==> src/design/assert_macros.svh <==
// Assertion macros used by the token class lexer top level.
`ifndef ASSERT_MACROS_SVH
`define ASSERT_MACROS_SVH

// Checks a property at every rising clock edge outside reset.
`define ASSERT_CLK(label, clk, rst, prop, msg) \
   label: assert property (@(posedge clk) disable iff (rst) (prop)) else $error(msg);

// Checks that a condition is never true outside reset.
`define ASSERT_NEVER(label, clk, rst, cond, msg) \
   label: assert property (@(posedge clk) disable iff (rst) !(cond)) else $error(msg);

`endif

==> src/design/tcl_pkg.sv <==
// Types, result codes and match tables of the token class lexer.
package tcl_pkg;

   localparam int KW_COUNT = 16;
   localparam int OP_COUNT = 11;

   localparam logic [2:0] KIND_RESERVED = 3'd0;
   localparam logic [2:0] KIND_INTEGER  = 3'd1;
   localparam logic [2:0] KIND_FLOAT    = 3'd2;
   localparam logic [2:0] KIND_OPERATOR = 3'd3;
   localparam logic [2:0] KIND_VARIABLE = 3'd4;
   localparam logic [2:0] KIND_LINE_END = 3'd5;
   localparam logic [2:0] KIND_ERROR    = 3'd6;
   localparam logic [2:0] KIND_ACCEPTED = 3'd7;

   localparam logic [7:0] SEMI_CHAR  = 8'h3B;
   localparam logic [7:0] DOT_CHAR   = 8'h2E;
   localparam logic [7:0] UNDER_CHAR = 8'h5F;
   localparam logic [7:0] SPACE_CHAR = 8'h20;
   localparam logic [7:0] NUL_CHAR   = 8'h00;

   localparam logic [7:0] KW_TEXT [KW_COUNT][8] = '{
      '{"c", "o", "n", "s", "t", NUL_CHAR, NUL_CHAR, NUL_CHAR},
      '{"i", "n", "t", NUL_CHAR, NUL_CHAR, NUL_CHAR, NUL_CHAR, NUL_CHAR},
      '{"f", "l", "o", "a", "t", NUL_CHAR, NUL_CHAR, NUL_CHAR},
      '{"d", "o", "u", "b", "l", "e", NUL_CHAR, NUL_CHAR},
      '{"l", "o", "n", "g", NUL_CHAR, NUL_CHAR, NUL_CHAR, NUL_CHAR},
      '{"s", "t", "a", "t", "i", "c", NUL_CHAR, NUL_CHAR},
      '{"v", "o", "i", "d", NUL_CHAR, NUL_CHAR, NUL_CHAR, NUL_CHAR},
      '{"c", "h", "a", "r", NUL_CHAR, NUL_CHAR, NUL_CHAR, NUL_CHAR},
      '{"e", "x", "t", "e", "r", "n", NUL_CHAR, NUL_CHAR},
      '{"r", "e", "t", "u", "r", "n", NUL_CHAR, NUL_CHAR},
      '{"b", "r", "e", "a", "k", NUL_CHAR, NUL_CHAR, NUL_CHAR},
      '{"e", "n", "u", "m", NUL_CHAR, NUL_CHAR, NUL_CHAR, NUL_CHAR},
      '{"s", "t", "r", "u", "c", "t", NUL_CHAR, NUL_CHAR},
      '{"t", "y", "p", "e", "d", "e", "f", NUL_CHAR},
      '{"u", "n", "i", "o", "n", NUL_CHAR, NUL_CHAR, NUL_CHAR},
      '{"g", "o", "t", "o", NUL_CHAR, NUL_CHAR, NUL_CHAR, NUL_CHAR}
   };

   localparam logic [3:0] KW_LEN [KW_COUNT] = '{
      4'd5, 4'd3, 4'd5, 4'd6, 4'd4, 4'd6, 4'd4, 4'd4,
      4'd6, 4'd6, 4'd5, 4'd4, 4'd6, 4'd7, 4'd5, 4'd4
   };

   localparam logic [7:0] OP_TEXT [OP_COUNT][2] = '{
      '{"+", NUL_CHAR}, '{"-", NUL_CHAR}, '{"*", NUL_CHAR}, '{"/", NUL_CHAR},
      '{"=", NUL_CHAR}, '{"=", "="}, '{"!", "="}, '{">", "="}, '{"<", "="},
      '{">", NUL_CHAR}, '{"<", NUL_CHAR}
   };

   localparam logic [3:0] OP_LEN [OP_COUNT] = '{
      4'd1, 4'd1, 4'd1, 4'd1, 4'd1, 4'd2, 4'd2, 4'd2, 4'd2, 4'd1, 4'd1
   };

   typedef struct packed {
      logic [7:0] ch;
      logic       is_end;
   } req_type;

   typedef struct packed {
      logic [2:0] kind;
      logic       last;
   } rsp_type;

   typedef struct packed {
      logic       valid;
      logic       two;
      logic [2:0] kind_a;
      logic [2:0] kind_b;
   } tcl_item_type;

endpackage

==> src/design/tcl_scan.sv <==
// Lexer state and the per-byte token classification.
module tcl_scan
   import tcl_pkg::*;
(
   input  logic         clock,
   input  logic         reset,
   input  logic         fire,
   input  req_type      req,
   output tcl_item_type item
);

   logic [KW_COUNT-1:0] keyword_live_ff, keyword_live_in;
   logic [OP_COUNT-1:0] operator_live_ff, operator_live_in;
   logic [3:0]          token_length_ff, token_length_in;
   logic                all_digits_ff, all_digits_in;
   logic                float_shape_ok_ff, float_shape_ok_in;
   logic                dot_seen_ff, dot_seen_in;
   logic                ident_chars_ok_ff, ident_chars_ok_in;
   logic                starts_with_digit_ff, starts_with_digit_in;
   logic                error_latched_ff, error_latched_in;
   logic                ends_with_semicolon_ff, ends_with_semicolon_in;

   logic       is_digit, is_alpha, is_space, is_semi, is_dot, is_under;
   logic       tok_empty, kw_hit, op_hit, close_err, err_after;
   logic [2:0] close_kind, verdict;

   assign is_digit = (req.ch >= "0") && (req.ch <= "9");
   assign is_alpha = ((req.ch >= "a") && (req.ch <= "z")) ||
                     ((req.ch >= "A") && (req.ch <= "Z"));
   assign is_space = (req.ch == SPACE_CHAR) || ((req.ch >= 8'h09) && (req.ch <= 8'h0D));
   assign is_semi  = req.ch == SEMI_CHAR;
   assign is_dot   = req.ch == DOT_CHAR;
   assign is_under = req.ch == UNDER_CHAR;

   always_comb begin
      kw_hit = 1'b0;
      for (int i = 0; i < KW_COUNT; i++) begin
         kw_hit = kw_hit | (keyword_live_ff[i] & (token_length_ff == KW_LEN[i]));
      end
      op_hit = 1'b0;
      for (int i = 0; i < OP_COUNT; i++) begin
         op_hit = op_hit | (operator_live_ff[i] & (token_length_ff == OP_LEN[i]));
      end
   end

   always_comb begin
      tok_empty = token_length_ff == 4'd0;
      if (kw_hit) begin
         close_kind = KIND_RESERVED;
      end else if (all_digits_ff) begin
         close_kind = KIND_INTEGER;
      end else if (float_shape_ok_ff && dot_seen_ff && (token_length_ff > 4'd1)) begin
         close_kind = KIND_FLOAT;
      end else if (op_hit) begin
         close_kind = KIND_OPERATOR;
      end else if (ident_chars_ok_ff && !starts_with_digit_ff) begin
         close_kind = KIND_VARIABLE;
      end else begin
         close_kind = KIND_ERROR;
      end
      close_err = !tok_empty && (close_kind == KIND_ERROR);
      err_after = error_latched_ff | close_err;
      verdict   = (err_after || !ends_with_semicolon_ff) ? KIND_ERROR : KIND_ACCEPTED;
   end

   always_comb begin
      item = '0;
      if (req.is_end) begin
         item.valid = 1'b1;
         if (!error_latched_ff && !tok_empty) begin
            item.two    = 1'b1;
            item.kind_a = close_kind;
            item.kind_b = verdict;
         end else begin
            item.kind_a = verdict;
         end
      end else if (error_latched_ff) begin
         item = '0;
      end else if (is_space) begin
         item.valid  = !tok_empty;
         item.kind_a = close_kind;
      end else if (is_semi) begin
         item.valid = 1'b1;
         if (!tok_empty) begin
            item.kind_a = close_kind;
            item.two    = !close_err;
            item.kind_b = KIND_LINE_END;
         end else begin
            item.kind_a = KIND_LINE_END;
         end
      end
   end

   always_comb begin
      keyword_live_in        = keyword_live_ff;
      operator_live_in       = operator_live_ff;
      token_length_in        = token_length_ff;
      all_digits_in          = all_digits_ff;
      float_shape_ok_in      = float_shape_ok_ff;
      dot_seen_in            = dot_seen_ff;
      ident_chars_ok_in      = ident_chars_ok_ff;
      starts_with_digit_in   = starts_with_digit_ff;
      error_latched_in       = error_latched_ff;
      ends_with_semicolon_in = ends_with_semicolon_ff;
      if (req.is_end || (!error_latched_ff && (is_space || is_semi))) begin
         keyword_live_in      = '1;
         operator_live_in     = '1;
         token_length_in      = 4'd0;
         all_digits_in        = 1'b1;
         float_shape_ok_in    = 1'b1;
         dot_seen_in          = 1'b0;
         ident_chars_ok_in    = 1'b1;
         starts_with_digit_in = 1'b0;
         if (req.is_end) begin
            error_latched_in       = 1'b0;
            ends_with_semicolon_in = 1'b0;
         end else begin
            error_latched_in = err_after;
            if (is_semi) begin
               ends_with_semicolon_in = 1'b1;
            end
         end
      end else if (!error_latched_ff) begin
         ends_with_semicolon_in = 1'b0;
         for (int i = 0; i < KW_COUNT; i++) begin
            keyword_live_in[i] = keyword_live_ff[i] & (token_length_ff < KW_LEN[i]) &
                                 (KW_TEXT[i][token_length_ff[2:0]] == req.ch);
         end
         for (int i = 0; i < OP_COUNT; i++) begin
            operator_live_in[i] = operator_live_ff[i] & (token_length_ff < OP_LEN[i]) &
                                  (OP_TEXT[i][token_length_ff[0]] == req.ch);
         end
         all_digits_in = all_digits_ff & is_digit;
         if (is_dot) begin
            float_shape_ok_in = float_shape_ok_ff & !dot_seen_ff;
            dot_seen_in       = 1'b1;
         end else if (!is_digit) begin
            float_shape_ok_in = 1'b0;
         end
         ident_chars_ok_in = ident_chars_ok_ff & (is_alpha | is_digit | is_under);
         if (tok_empty) begin
            starts_with_digit_in = is_digit;
         end
         if (token_length_ff != 4'd15) begin
            token_length_in = token_length_ff + 4'd1;
         end
      end
   end

   always_ff @(posedge clock) begin
      if (reset) begin
         keyword_live_ff        <= '1;
         operator_live_ff       <= '1;
         token_length_ff        <= 4'd0;
         all_digits_ff          <= 1'b1;
         float_shape_ok_ff      <= 1'b1;
         dot_seen_ff            <= 1'b0;
         ident_chars_ok_ff      <= 1'b1;
         starts_with_digit_ff   <= 1'b0;
         error_latched_ff       <= 1'b0;
         ends_with_semicolon_ff <= 1'b0;
      end else if (fire) begin
         keyword_live_ff        <= keyword_live_in;
         operator_live_ff       <= operator_live_in;
         token_length_ff        <= token_length_in;
         all_digits_ff          <= all_digits_in;
         float_shape_ok_ff      <= float_shape_ok_in;
         dot_seen_ff            <= dot_seen_in;
         ident_chars_ok_ff      <= ident_chars_ok_in;
         starts_with_digit_ff   <= starts_with_digit_in;
         error_latched_ff       <= error_latched_in;
         ends_with_semicolon_ff <= ends_with_semicolon_in;
      end
   end

endmodule

==> src/design/token_class_lexer.sv <==
// Top level of the token class lexer: input register, scanner and result queue.
// Each result passes the input register and then the result queue before it is offered.
// Throughput: one byte per cycle while the queue has room; paired results go out in turn.
// The two-entry result queue lets bytes keep flowing while a result waits to be taken.
// Reset is synchronous and active high; it empties the queue and clears the lexer state.
`include "assert_macros.svh"

module token_class_lexer
   import tcl_pkg::*;
(
   input  logic    clock,
   input  logic    reset,
   input  logic    req_valid,
   output logic    req_stall,
   input  req_type req_data,
   output logic    rsp_valid,
   input  logic    rsp_stall,
   output rsp_type rsp_data
);

   logic         in_valid_ff, in_valid_in;
   req_type      in_data_ff;
   tcl_item_type queue_ff [2];
   logic [1:0]   q_count_ff, q_count_in;
   logic         q_head_ff, q_head_in;
   logic         sub_ff, sub_in;

   tcl_item_type item, head;
   logic         fire, push, pop, rsp_take, tail;

   tcl_scan u_scan (
      .clock (clock),
      .reset (reset),
      .fire  (fire),
      .req   (in_data_ff),
      .item  (item)
   );

   assign head          = queue_ff[q_head_ff];
   assign rsp_valid     = q_count_ff != 2'd0;
   assign rsp_data.kind = sub_ff ? head.kind_b : head.kind_a;
   assign rsp_data.last = head.two ? sub_ff : 1'b1;
   assign rsp_take      = rsp_valid && !rsp_stall;
   assign pop           = rsp_take && (!head.two || sub_ff);
   assign fire          = in_valid_ff && ((q_count_ff != 2'd2) || pop);
   assign push          = fire && item.valid;
   assign tail          = q_head_ff ^ q_count_ff[0];
   assign req_stall     = in_valid_ff && !fire;

   always_comb begin
      in_valid_in = in_valid_ff;
      if (!req_stall) begin
         in_valid_in = req_valid;
      end
      q_count_in = q_count_ff + {1'b0, push} - {1'b0, pop};
      q_head_in  = q_head_ff ^ pop;
      sub_in     = sub_ff;
      if (rsp_take) begin
         sub_in = head.two && !sub_ff;
      end
   end

   always_ff @(posedge clock) begin
      if (reset) begin
         in_valid_ff <= 1'b0;
         q_count_ff  <= 2'd0;
         q_head_ff   <= 1'b0;
         sub_ff      <= 1'b0;
      end else begin
         in_valid_ff <= in_valid_in;
         q_count_ff  <= q_count_in;
         q_head_ff   <= q_head_in;
         sub_ff      <= sub_in;
      end
   end

   always_ff @(posedge clock) begin
      if (req_valid && !req_stall) begin
         in_data_ff <= req_data;
      end
      if (push) begin
         queue_ff[tail] <= item;
      end
   end

   `ASSERT_NEVER(a_queue_bound, clock, reset, q_count_ff == 2'd3, "result queue overflow")
   `ASSERT_CLK(a_sub_two, clock, reset, sub_ff |-> (rsp_valid && head.two), "second half without pair")
   `ASSERT_CLK(a_stall_full, clock, reset, req_stall |-> (q_count_ff == 2'd2), "stall with queue room")
   `ASSERT_CLK(a_pair_follows, clock, reset, (rsp_take && !rsp_data.last) |=> rsp_valid, "pair split")

endmodule
==> config.mk <==
export PLATFORM = sky130hd
export DESIGN_NAME = token_class_lexer
export DESIGN_NICKNAME = d
export VERILOG_FILES = /design/src/design/tcl_pkg.sv /design/src/design/tcl_scan.sv /design/src/design/token_class_lexer.sv
export VERILOG_INCLUDE_DIRS = /design/src /design/src/design
export SDC_FILE = /design/constraint.sdc
export NUM_CORES = 1
export LEC_CHECK = 0
export BUFFER_PORTS_ARGS = -buffer_cell sky130_fd_sc_hd__clkbuf_2
export CAP_MARGIN = 20
export CORE_MARGIN = 5
export CORE_UTILIZATION = 50
export DETAILED_ROUTE_END_ITERATION = 6
export PLACE_DENSITY = 0.69
export SLEW_MARGIN = 10
export SYNTH_ARGS = -nofsm -noshare
export SYNTH_HDL_FRONTEND = slang
export SYNTH_SLANG_ARGS = --single-unit
==> constraint.sdc <==
create_clock -name clock -period 3 [get_ports clock]
set_input_delay 0.3 -clock clock [delete_from_list [all_inputs] [get_ports clock]]
set_output_delay 0.3 -clock clock [all_outputs]
set_load 0.03 [all_outputs]
==> out/results.txt <==
starting density of the core: 51.3%
number of I/O pins: 19
final hold violation count: 0
number of inserted filler cells in the final layout: 866
measured slew at the worst slew-check pin: 688 ps
area fraction of the dominant cell type after synthesis: 18.2%
flop2flop setup slack: 220 ps
remaining routing DRC violations: 0
clock buffer count from CTS: 9
largest cells by area after synthesis: sky130_fd_sc_hd__dfxtp_1, sky130_fd_sc_hd__edfxtp_1, sky130_fd_sc_hd__xnor2_1
portion of the post-synthesis area used by sequential elements: 32.7%
antenna cell count: 0
clock group share of total power: 35.9%
synthesis-to-layout area growth: 9.47%
power density cells: 468 mW/mm2
Synth Cell Area: 0.00474 mm2
kind of end point of the critical path: flip-flop
switching power: 769 uW
worst min-delay path category: input pin to flip-flop
number of gates resized after cts: 0
total placed cells including tap cells: 699
GRT Residual Overflow: 0
library cell used as clock root buffer: sky130_fd_sc_hd__clkbuf_8
flip-flop and latch count after synthesis: 66
gp weighted congestion: 0.985
largest net degree at the start of global routing: 39
total of max-cap violations: 0
number of warning messages in the yosys log: 0
mean number of vias per cell: 6.26
number of unique standard cell types used by synthesis: 77
number of synthesized flops with an enable pin: 23
Top Family by Delay on Critical Path: compound AO/OA/AOI/OAI gates
clock tree from TritonCTS: built
cell repeated most along the worst path: sky130_fd_sc_hd__ha_1
Clock Latency Late Sink: 370 ps
count of buffers from port buffering: 18
most frequent cell after synthesis: sky130_fd_sc_hd__nor2_1
# hold bufs at CTS: 0
Max rail drop VDD: 0.000240 V
Max clock buf depth: 2
most area-hungry cell type in the Yosys netlist: sky130_fd_sc_hd__dfxtp_1
detailed-placement wirelength estimate: 9.52 mm
CTS Sinks: 66
x dimension of the die: 107 um
Setup Total Neg Slack: 0 ps
list of most frequent post-synthesis cells: sky130_fd_sc_hd__nor2_1, sky130_fd_sc_hd__dfxtp_1, sky130_fd_sc_hd__nand2_1, sky130_fd_sc_hd__o21ai_0, sky130_fd_sc_hd__a21oi_1
wire length per cell: 18.8 um
maximum fanout along the worst path: 9
total setup violations reported at the end of the flow: 0
fraction of layout instances using a drive strength above 1: 15.5%
Worst Clk Skew: 20.3 ps
Primary FF master, synth: sky130_fd_sc_hd__dfxtp_1
first-pass detailed-route iteration total: 7
logic gate share of total power: 21.2%
unrepaired setup endpoints after global routing: no
Post-CTS Setup Inserts: 0
reported leakage power: 1.87 nW
post-route core utilization: 56.2%
post-route non-filler standard cell count: 715
number of pins exceeding their max-slew limit in the final report: 0
Fmax: 360 MHz
overall die area: 0.0115 mm2
area of the core: 0.00924 mm2
overall global routing resource usage: 23.9%
mean cell area of the mapped netlist: 8.25 um2
Placement Rows: 35
antenna-violating nets left: 0
buffers and inverters on the worst path: 1
Pint: 1.66 mW
share of total power consumed by net switching: 31.6%
cell chain of the critical path: or4_1 -> a211o_1 -> a31oi_2 -> o21a_1 -> o21ai_1 -> ha_1 -> inv_1 -> ha_1 -> xor2_1 -> xnor2_1 -> nor2_1
number of nets in the layout: 605
wire length after detailed routing: 13.4 mm
Max-slew headroom: 53.9%
first-pass GRT wire length: 22.0 mm
Syn Inst Count: 575
DR vias: 4478
min cycle time layout: 2780 ps
clock-pin slew on the worst setup and hold paths: 80 ps
Syn Nets: 599
arrival time worst endpoint: 3030 ps
post-route total power: 2.43 mW
via count of the first global-routing pass: 4198
number of antenna violations at the first check in global routing: 0
WP data required: 3250 ps
H-tree level count: 3
slowest library cell on the worst path: sky130_fd_sc_hd__edfxtp_1
status: complete, no violations
kind of start point of the critical path: flip-flop
crit share post-route: 92.7%
critical path class: flip-flop to flip-flop
height of the die: 107 um
peak per-stage delay on the critical path: 510 ps
portion of total power attributed to sequential cells: 42.8%
share of flip-flops with an asynchronous set or reset: 0%
DRT iter0 DRCs: 557
-- cell families after synthesis --
logic type,Yosys count,synth area share (%)
muxes,7,2.30
buffers and inverters,75,6.86
xor gates and xnor gates,37,6.83
AOI/OAI and AO/OA,181,26.9
adders and majority gates,11,2.90
DFF,66,32.7
and+or+nand+nor,198,21.5
-- layout make-up --
cell class,instances,area (um2),area share (%)
clock inverters,6,90.1,1.74
flip-flops and latches,66,1550,29.9
clock buffers,10,128,2.46
repair buffers,47,308,5.93
multi-input cells,434,2870,55.2
inverters,23,86.3,1.66
well taps,129,161,3.11
-- metrics by stage --
step	setup WS (ps)	hold WS, ps	area [um2]
global placement	243	425	4970
CTS	156	106	5190
detailed placement	190	431	4970
finish	220	112	5190
global route	1.80	94.7	5190
floorplan	105	399	4740
-- worst register-to-register path: stages (launching register included) --
cell                       delay [ps]
sky130_fd_sc_hd__edfxtp_1         510
sky130_fd_sc_hd__or4_1            430
sky130_fd_sc_hd__a211o_1          340
sky130_fd_sc_hd__a31oi_2          260
sky130_fd_sc_hd__o21a_1           160
sky130_fd_sc_hd__o21ai_1           90
sky130_fd_sc_hd__ha_1             300
sky130_fd_sc_hd__inv_1             40
sky130_fd_sc_hd__ha_1             180
sky130_fd_sc_hd__xor2_1           170
sky130_fd_sc_hd__xnor2_1          140
sky130_fd_sc_hd__nor2_1            50
-- registers in the layout (all words and copies together), names as in the netlist, 2 cells and up --
signal and flops:
in_data_ff 9, queue_ff 14, u_scan.operator_live_ff 11, u_scan.token_length_ff 4, u_scan.keyword_live_ff 16, q_count_ff 2
-- layer usage --
metal	share of wire [%]	GRT usage, %	vias to the layer above
met5	0	0	-
met1	44	33.4	2074
met2	44	36.4	246
met4	2.7	8.39	0
met3	8.7	5.40	41
li1	-	-	2117
-- path summary, 6_finish.rpt --
kind	start	to	depth (start not counted)
setup / recovery	in_data_ff[1]$_DFFE_PP_	q_count_ff[1]$_SDFF_PP0_	11
hold / removal	req_data[0]	in_data_ff[0]$_DFFE_PP_	1
setup reg to reg	in_data_ff[1]$_DFFE_PP_	q_count_ff[1]$_SDFF_PP0_	11
hold reg to reg	u_scan.operator_live_ff[3]$_SDFFE_PP1P_	u_scan.operator_live_ff[3]$_SDFFE_PP1P_	1
-- placed cells by master, fill, tap and decap left out, drive strengths merged, types with 19 or more instances in the layout --
cell and instances:
edfxtp 23, a21oi 43, clkbuf 28, nor2 52
xnor2 23, o21ai 37, a21o 19, inv 23
nand2 37, buf 29, dfxtp 43
-- power by group through the flow --
stage | logic, mW | clock network, mW | registers (mW)
6_report | 0.516 | 0.872 | 1.04
5_1_grt | 0.564 | 0.917 | 1.05
4_1_cts | 0.509 | 0.872 | 1.04
3_5_place_dp | 0.507 | 0 | 1.06
3_3_place_gp | 0.501 | 0 | 1.06
2_1_floorplan | 0.391 | 0 | 1.04
Power figures use the tool's default switching activity.
